==> src/sv/dotted_version_rank_top_assert.svh <==
// Assertion macros shared by the modules of the version rank block.
`ifndef DOTTED_VERSION_RANK_TOP_ASSERT_SVH
`define DOTTED_VERSION_RANK_TOP_ASSERT_SVH

`ifndef SYNTH
`define DVR_ASSERT(label, prop, msg) \
	label: assert property (@(posedge clk) disable iff (!arst_n) prop) else $error(msg);
`define DVR_ASSERT_ALWAYS(label, prop, msg) \
	label: assert property (@(posedge clk) prop) else $error(msg);
`else
`define DVR_ASSERT(label, prop, msg)
`define DVR_ASSERT_ALWAYS(label, prop, msg)
`endif

`endif

==> src/sv/dvr_pkg.sv <==
package dvr_pkg;

	localparam int unsigned PART_W = 10;
	localparam int unsigned RANK_W = 31;
	localparam int unsigned PROD_W = 14;

	localparam logic [PROD_W-1:0] PART_LIMIT = 14'd999;
	localparam logic [PROD_W-1:0] DIGIT_BASE = 14'd10;
	localparam logic [RANK_W-1:0] RANK_ERROR = 31'h7fffffff;
	localparam logic [RANK_W-1:0] MAJOR_SCALE = 31'd1000000;
	localparam logic [RANK_W-1:0] MINOR_SCALE = 31'd1000;
	localparam int unsigned CUT_DOTS = 3;

	typedef logic [PART_W-1:0] part_t;

	typedef struct packed {
		logic  malformed;
		part_t major;
		part_t minor;
		part_t patch;
	} parts_t;

endpackage

==> src/sv/dvr_in_if.sv <==
interface dvr_in_if;
	logic       valid;
	logic       ready;
	logic [7:0] ch;
	logic       no_char;
	logic       last;

	modport source (output valid, output ch, output no_char, output last, input ready);
	modport sink (input valid, input ch, input no_char, input last, output ready);
endinterface

==> src/sv/dvr_out_if.sv <==
interface dvr_out_if;
	logic                            valid;
	logic                            ready;
	logic [dvr_pkg::RANK_W-1:0]      rank;
	logic                            malformed;

	modport source (output valid, output rank, output malformed, input ready);
	modport sink (input valid, input rank, input malformed, output ready);
endinterface

==> src/sv/dvr_parse.sv <==
`include "dotted_version_rank_top_assert.svh"

module dvr_parse (
	input  logic            clk,
	input  logic            arst_n,
	dvr_in_if.sink          in,
	output dvr_pkg::parts_t res_s2,
	output logic            res_valid_s2,
	input  logic            res_ready
);

	localparam logic [7:0] CH_DOT  = 8'h2e;
	localparam logic [7:0] CH_ZERO = 8'h30;
	localparam logic [7:0] CH_NINE = 8'h39;

	logic [7:0] ch_s1;
	logic       no_char_s1;
	logic       last_s1;
	logic       valid_s1;

	dvr_pkg::part_t major_q, minor_q, patch_q;
	logic [1:0]     part_index_q;
	logic           seen_digit_q;
	logic           error_seen_q;
	logic [1:0]     dot_count_q;
	logic           cut_off_q;

	dvr_pkg::part_t major_d, minor_d, patch_d, cur_part;
	logic [1:0]     part_index_d;
	logic           seen_digit_d;
	logic           error_seen_d;
	logic [1:0]     dot_count_d;
	logic           cut_off_d;
	logic [dvr_pkg::PROD_W-1:0] prod;
	logic           is_dot;
	logic           is_digit;

	logic s2_free;
	logic s1_go;
	logic in_take;

	assign s2_free = !res_valid_s2 || res_ready;
	assign s1_go = valid_s1 && (!last_s1 || s2_free);
	assign in.ready = !valid_s1 || s1_go;
	assign in_take = in.valid && in.ready;

	assign is_dot = ch_s1 == CH_DOT;
	assign is_digit = ch_s1 >= CH_ZERO && ch_s1 <= CH_NINE;

	always_comb begin
		case (part_index_q)
			2'd0: cur_part = major_q;
			2'd1: cur_part = minor_q;
			default: cur_part = patch_q;
		endcase
		prod = dvr_pkg::PROD_W'(cur_part) * dvr_pkg::DIGIT_BASE
			+ dvr_pkg::PROD_W'(ch_s1 - CH_ZERO);
	end

	always_comb begin
		major_d = major_q;
		minor_d = minor_q;
		patch_d = patch_q;
		part_index_d = part_index_q;
		seen_digit_d = seen_digit_q;
		error_seen_d = error_seen_q;
		dot_count_d = dot_count_q;
		cut_off_d = cut_off_q;
		if (!cut_off_q && !no_char_s1) begin
			if (is_dot) begin
				dot_count_d = dot_count_q + 2'd1;
				if (dot_count_q >= 2'(dvr_pkg::CUT_DOTS - 1)) begin
					cut_off_d = 1'b1;
				end else if (!error_seen_q) begin
					if (!seen_digit_q || part_index_q == 2'd2) begin
						error_seen_d = 1'b1;
					end else begin
						part_index_d = part_index_q + 2'd1;
						seen_digit_d = 1'b0;
					end
				end
			end else if (is_digit) begin
				if (!error_seen_q) begin
					if (prod > dvr_pkg::PART_LIMIT) begin
						error_seen_d = 1'b1;
					end else begin
						case (part_index_q)
							2'd0: major_d = prod[dvr_pkg::PART_W-1:0];
							2'd1: minor_d = prod[dvr_pkg::PART_W-1:0];
							default: patch_d = prod[dvr_pkg::PART_W-1:0];
						endcase
						seen_digit_d = 1'b1;
					end
				end
			end else begin
				error_seen_d = 1'b1;
			end
		end
	end

	always_ff @(posedge clk or negedge arst_n) begin
		if (!arst_n) begin
			valid_s1 <= 1'b0;
		end else if (in_take) begin
			valid_s1 <= 1'b1;
		end else if (s1_go) begin
			valid_s1 <= 1'b0;
		end
	end

	always_ff @(posedge clk) begin
		if (in_take) begin
			ch_s1 <= in.ch;
			no_char_s1 <= in.no_char;
			last_s1 <= in.last;
		end
	end

	always_ff @(posedge clk or negedge arst_n) begin
		if (!arst_n) begin
			major_q <= '0;
			minor_q <= '0;
			patch_q <= '0;
			part_index_q <= '0;
			seen_digit_q <= 1'b0;
			error_seen_q <= 1'b0;
			dot_count_q <= '0;
			cut_off_q <= 1'b0;
		end else if (s1_go) begin
			if (last_s1) begin
				major_q <= '0;
				minor_q <= '0;
				patch_q <= '0;
				part_index_q <= '0;
				seen_digit_q <= 1'b0;
				error_seen_q <= 1'b0;
				dot_count_q <= '0;
				cut_off_q <= 1'b0;
			end else begin
				major_q <= major_d;
				minor_q <= minor_d;
				patch_q <= patch_d;
				part_index_q <= part_index_d;
				seen_digit_q <= seen_digit_d;
				error_seen_q <= error_seen_d;
				dot_count_q <= dot_count_d;
				cut_off_q <= cut_off_d;
			end
		end
	end

	always_ff @(posedge clk or negedge arst_n) begin
		if (!arst_n) begin
			res_valid_s2 <= 1'b0;
		end else if (s1_go && last_s1) begin
			res_valid_s2 <= 1'b1;
		end else if (res_ready) begin
			res_valid_s2 <= 1'b0;
		end
	end

	always_ff @(posedge clk) begin
		if (s1_go && last_s1) begin
			res_s2.malformed <= error_seen_d || !seen_digit_d;
			res_s2.major <= major_d;
			res_s2.minor <= minor_d;
			res_s2.patch <= patch_d;
		end
	end

	`DVR_ASSERT(a_clear_after_last, s1_go && last_s1 |=> part_index_q == 2'd0 && !seen_digit_q && !error_seen_q && !cut_off_q, "state not cleared after last word")
	`DVR_ASSERT_ALWAYS(a_part_index_range, part_index_q != 2'd3, "part index out of range")
	`DVR_ASSERT(a_s2_hold, res_valid_s2 && !res_ready |=> res_valid_s2 && $stable(res_s2), "pending result lost while stalled")
	`DVR_ASSERT(a_no_word_while_stalled, valid_s1 && last_s1 && !s2_free |-> !in.ready, "input taken over a blocked last word")

endmodule

==> src/sv/dvr_rank.sv <==
`include "dotted_version_rank_top_assert.svh"

module dvr_rank (
	input  logic            clk,
	input  logic            arst_n,
	input  dvr_pkg::parts_t res_s2,
	input  logic            res_valid_s2,
	output logic            res_ready,
	dvr_out_if.source       out
);

	logic                       out_valid_q;
	logic [dvr_pkg::RANK_W-1:0] rank_q;
	logic                       malformed_q;
	logic [dvr_pkg::RANK_W-1:0] sum;
	logic                       take;

	assign res_ready = !out_valid_q || out.ready;
	assign take = res_valid_s2 && res_ready;

	assign sum = dvr_pkg::RANK_W'(res_s2.major) * dvr_pkg::MAJOR_SCALE
		+ dvr_pkg::RANK_W'(res_s2.minor) * dvr_pkg::MINOR_SCALE
		+ dvr_pkg::RANK_W'(res_s2.patch);

	always_ff @(posedge clk or negedge arst_n) begin
		if (!arst_n) begin
			out_valid_q <= 1'b0;
		end else if (take) begin
			out_valid_q <= 1'b1;
		end else if (out.ready) begin
			out_valid_q <= 1'b0;
		end
	end

	always_ff @(posedge clk) begin
		if (take) begin
			malformed_q <= res_s2.malformed;
			rank_q <= res_s2.malformed ? dvr_pkg::RANK_ERROR : sum;
		end
	end

	assign out.valid = out_valid_q;
	assign out.rank = rank_q;
	assign out.malformed = malformed_q;

	`DVR_ASSERT(a_error_rank, out_valid_q && malformed_q |-> rank_q == dvr_pkg::RANK_ERROR, "malformed word without error rank")
	`DVR_ASSERT(a_good_rank, out_valid_q && !malformed_q |-> rank_q < 31'd1000000000, "well formed rank out of range")

endmodule

==> src/sv/dotted_version_rank_top.sv <==
// Dotted version rank: takes a version string one character per input word
// (ch, with last on the final word; an empty string is one word with no_char
// and last set) and returns one word per string holding
// major*1000000 + minor*1000 + patch, or 2147483647 with malformed set when
// the text is rejected. A character is accepted every cycle unless the input
// register holds a last character that the full parse result register
// cannot yet take. The input register captures each accepted character, the
// parse result register then the parsed parts, and the rank output register the rank.
// The output register lets input continue while a result waits to be taken.
module dotted_version_rank_top (
	input logic        clk,
	input logic        arst_n,
	dvr_in_if.sink     in,
	dvr_out_if.source  out
);

	dvr_pkg::parts_t res_s2;
	logic            res_valid_s2;
	logic            res_ready;

	dvr_parse u_parse (
		.clk          (clk),
		.arst_n       (arst_n),
		.in           (in),
		.res_s2       (res_s2),
		.res_valid_s2 (res_valid_s2),
		.res_ready    (res_ready)
	);

	dvr_rank u_rank (
		.clk          (clk),
		.arst_n       (arst_n),
		.res_s2       (res_s2),
		.res_valid_s2 (res_valid_s2),
		.res_ready    (res_ready),
		.out          (out)
	);

endmodule
==> src/flat_wrapper.sv <==
// flat-port wrapper written by rule: the top's interface ports become plain ports
module dotted_version_rank_top_flat 
  (clk, arst_n, in_valid, in_ch, in_no_char, in_last, in_ready, out_valid, out_rank, out_malformed, out_ready);
  dvr_in_if in_i ();
  dvr_out_if out_i ();
  input logic clk;
  input logic arst_n;
  input wire logic [$bits(in_i.valid)-1:0] in_valid;
  input wire logic [$bits(in_i.ch)-1:0] in_ch;
  input wire logic [$bits(in_i.no_char)-1:0] in_no_char;
  input wire logic [$bits(in_i.last)-1:0] in_last;
  output wire logic [$bits(in_i.ready)-1:0] in_ready;
  output wire logic [$bits(out_i.valid)-1:0] out_valid;
  output wire logic [$bits(out_i.rank)-1:0] out_rank;
  output wire logic [$bits(out_i.malformed)-1:0] out_malformed;
  input wire logic [$bits(out_i.ready)-1:0] out_ready;
  assign in_i.valid = in_valid;
  assign in_i.ch = in_ch;
  assign in_i.no_char = in_no_char;
  assign in_i.last = in_last;
  assign in_ready = in_i.ready;
  assign out_valid = out_i.valid;
  assign out_rank = out_i.rank;
  assign out_malformed = out_i.malformed;
  assign out_i.ready = out_ready;
  dotted_version_rank_top u_core (.clk(clk), .arst_n(arst_n), .in(in_i), .out(out_i));
endmodule
==> config.mk <==
export PLATFORM = sky130hd
export DESIGN_NAME = dotted_version_rank_top_flat
export DESIGN_NICKNAME = d
export VERILOG_FILES = /design/src/sv/dvr_pkg.sv /design/src/sv/dvr_in_if.sv /design/src/sv/dvr_out_if.sv /design/src/sv/dvr_parse.sv /design/src/sv/dvr_rank.sv /design/src/sv/dotted_version_rank_top.sv /design/src/flat_wrapper.sv
export VERILOG_INCLUDE_DIRS = /design/src /design/src/sv
export SDC_FILE = /design/constraint.sdc
export NUM_CORES = 1
export LEC_CHECK = 0
export BUFFER_PORTS_ARGS = -buffer_cell sky130_fd_sc_hd__buf_2
export CORE_MARGIN = 2
export CORE_UTILIZATION = 40
export DETAILED_ROUTE_END_ITERATION = 8
export MAX_ROUTING_LAYER = met4
export PLACE_DENSITY = 0.64
export SYNTH_ARGS = -nofsm -noshare
export SYNTH_HDL_FRONTEND = slang
export SYNTH_SLANG_ARGS = --single-unit
==> constraint.sdc <==
create_clock -name clk -period 14.34 [get_ports clk]
set_clock_uncertainty 0.2 [all_clocks]
set_input_delay 2.868 -clock clk [delete_from_list [all_inputs] [get_ports clk]]
set_output_delay 2.868 -clock clk [all_outputs]
set_load 0.05 [all_outputs]
==> reports/metrics.csv <==
stage,metric,value,unit
hold_path,hold path depth,1,
clock_network,CTS Buf Count,17,
grt,met2 Usage GRT,29.53,%
critical_path,r2r startpoint,u_core.u_parse.res_s2[10],
sta,RSZ-0062 raised after global routing,no,
grt,first-pass GRT wire length,43.67,mm
hold_path,Hold Path Class,flip-flop to flip-flop,
clock_network,"Clk Latency, worst-skew pair",420,ps
run,number of max-cap violations,0,
synthesis,Mapped Avg Cell Area,9.780,um^2
synthesis,Post-Syn Instances,1193,
die,die height,174.8,um
grt,grt ovf,0,
grt,GR Util All Layers,18.32,%
sta,"Min Clock Period, post-route",7393,ps
cells_and_area,Layout Nets,1485,
clock_network,hold_buf cts,0,
die,die area,0.03055,mm^2
synthesis,YS warnings,0,
route,Avg Vias per Cell,5.414,
critical_path,CP Data Arrival Time,7330,ps
cells_and_area,fillcell total,2731,
sta,Slew HR,31.29,%
route,drt drc,0,
clock_network,root buffer cell,clkbuf_16,
hold_path,hold_sp,u_core.u_parse.dot_count_q[0],
cells_and_area,"leading cell type in the layout, fill and taps excluded",ha_1,
route,per-cell routed wire length,16.17,um
critical_path,Crit Path Category,flip-flop to flip-flop,
placed_design,IO buf count,47,
route,final WL,26.33,mm
sta,Final Hold Fails,0,
synthesis,async set-or-reset flop fraction in the synthesized netlist,35.40,%
grt,most heavily used metal layer in global routing,met2,
cells_and_area,area grow syn2layout,10.61,%
critical_path,Reg2Reg Setup Slack,6950,ps
grt,initial antenna violation count,1,
die,FP Rows,62,
synthesis,mapped cell area,0.01167,mm^2
critical_path,Startpoint Class,flip-flop,
route,TritonRoute pass-1 iters,6,
grt,number of global-route vias before repair,8699,
clock_network,clk sinks,113,
hold_path,hold path endpoint,u_core.u_parse.dot_count_q[0],
synthesis,Netlist cell types,70,
synthesis,Post-Syn Nets,1447,
critical_path,Critical Path RT,14280,ps
sta,worst slew pin tran,1031,ps
clock_network,CTS H-Tree Depth,4,
cells_and_area,"commonest cells after routing, fill and taps aside","178 x ha_1, 160 x inv_1, 95 x nand2_1",
route,vias,8820,
sta,fmax,135.3,MHz
die,Initial Util,40.65,%
critical_path,Worst R2R Path Depth,24,
placed_design,Placer Congestion,0.8812,
synthesis,Post-synth EDFFs,73,
grt,met1 Usage GRT,23.30,%
clock_network,"Clk pin slew, worst setup/hold paths",60,ps
clock_network,CTS tree,built,
die,Core Region,0.02870,mm^2
sta,final setup TNS,0,ps
sta,final setup vio count,0,
synthesis,Synth Register Bits,113,
synthesis,post-synthesis sequential area ratio,27.37,%
route,DR iter-0 viols,524,
grt,met3 usage,3.068,%
sta,max-slew violations,0,
run_status,outcome,"finished, final reports clean",
synthesis,Synth Flop Type,edfxtp_1,
sta,Hold Worst Slack,285.4,ps
route,post-route ant nets,0,
grt,pin count of the biggest net entering global routing,41,
clock_network,CTS resizes,0,
placed_design,dpl hpwl,20.39,mm
critical_path,Crit Path Max Fanout,7,
clock_network,post-CTS setup buffer count,0,
sta,crit share post-route,51.56,%
critical_path,Reg2Reg Capture Point,u_core.u_rank.out.rank[25],
critical_path,CP endpoint kind,flip-flop,
die,Die X,174.8,um
cells_and_area,share of cells above drive strength 1,8.930,%
clock_network,Clock Path Buffers,2,
die,Top-Level Pins,48,
## how the worst max path moves through the flow
stage / slack (ps) / start / depth (start not counted) / to
floorplan: 7590 / u_core.u_parse.res_s2[10] / 25 / u_core.u_rank.out.rank[29]
global placement: 7120 / u_core.u_parse.res_s2[10] / 24 / u_core.u_rank.out.rank[29]
detailed placement: 6990 / u_core.u_parse.res_s2[10] / 24 / u_core.u_rank.out.rank[25]
CTS: 6970 / u_core.u_parse.res_s2[10] / 24 / u_core.u_rank.out.rank[25]
global route: 6480 / u_core.u_parse.res_s2[10] / 24 / u_core.u_rank.out.rank[25]
finish: 6950 / u_core.u_parse.res_s2[10] / 24 / u_core.u_rank.out.rank[25]
## cells in the mapped netlist (7+ instances only)
cell	count	area (um^2)
a211oi_1	12	90.09
a21o_1	23	172.7
a21oi_1	35	175.2
a22oi_1	14	105.1
a31oi_1	7	43.79
a32oi_1	30	262.8
and2_1	12	75.07
clkbuf_1	31	116.4
dfrtp_1	40	1001
edfxtp_1	73	2192
fa_1	62	1241
ha_1	178	2227
inv_1	160	600.6
mux2_1	27	304.0
nand2_1	95	356.6
nand2b_1	11	68.82
nand3_1	21	105.1
nor2_1	53	198.9
nor2b_1	10	62.56
nor3_1	38	190.2
o211ai_1	34	255.2
o21a_1	9	67.56
o21ai_0	34	170.2
or2_2	10	62.56
or3_1	8	50.05
xnor2_1	43	376.6
xor2_1	22	192.7
## flip-flops by register name, summed over array words and instances, names as in the netlist, 2 cells and up
signal and flops:
u_core.u_parse.ch_s1 8, u_core.u_parse.dot_count_q 2, u_core.u_parse.major_q 10, u_core.u_parse.minor_q 10, u_core.u_parse.part_index_q 2, u_core.u_parse.patch_q 10, u_core.u_parse.res_s2 31, u_core.u_rank.out.rank 31
## layout make-up
| type | count | area (um^2) | area share, % |
|---|---|---|---|
| clock inverter | 13 | 140.1 | 1.086 |
| timing repair buffer | 54 | 287.8 | 2.230 |
| multi-input combinational | 885 | 7769 | 60.20 |
| clock buffer | 18 | 429.2 | 3.326 |
| tap | 384 | 480.5 | 3.723 |
| sequential | 113 | 3193 | 24.74 |
| inverter | 160 | 600.6 | 4.654 |
| antenna | 2 | 5.005 | 0.03878 |
## metrics by stage
step / worst slack (ps) / util (%) / instances / instance area [um^2]
after detailed placement: 6993 / 42.96 / 1596 / 12330
after global routing: 6475 / 44.95 / 1628 / 12900
after floorplan: 7591 / - / 1193 / 11670
after global placement: 7124 / 42.96 / 1596 / 12330
after CTS: 6967 / 44.94 / 1627 / 12900
final: 6947 / 44.96 / 1629 / 12900
## worst max-delay path: stages (launching register included)
cell and delay (ps):
edfxtp_1 500, fa_1 590, inv_1 60, fa_1 530, fa_1 440, fa_1 510
inv_1 40, ha_1 310, inv_1 100, o21bai_1 110, a21o_1 210, a31o_2 260
and4_1 210, o31a_1 300, xor2_1 150, ha_1 280, ha_1 350, and3_1 290
o211ai_1 150, nor4_1 250, nor3_1 140, nor3b_1 630, nand4_1 200, xnor2_1 210
nand2_1 70
## routing by layer
layer  wire [um]  part of all wire (%)
met5           0                     0
met4         620                   2.4
met3        1281                   4.9
met2       12310                    47
met1       12120                    46
## logic make-up after synthesis
kind of cell,Yosys count,synth area share [%]
simple gates,297,12.92
compound gates,247,15.25
fa+ha+maj,240,29.73
buf+inv,195,6.306
flops,113,27.37
xor+xnor,66,5.115
mux,35,3.314
Power is left out: the tool's default activity adds up to more than one toggle a clock period on the data nets, which glitch-free logic cannot reach.
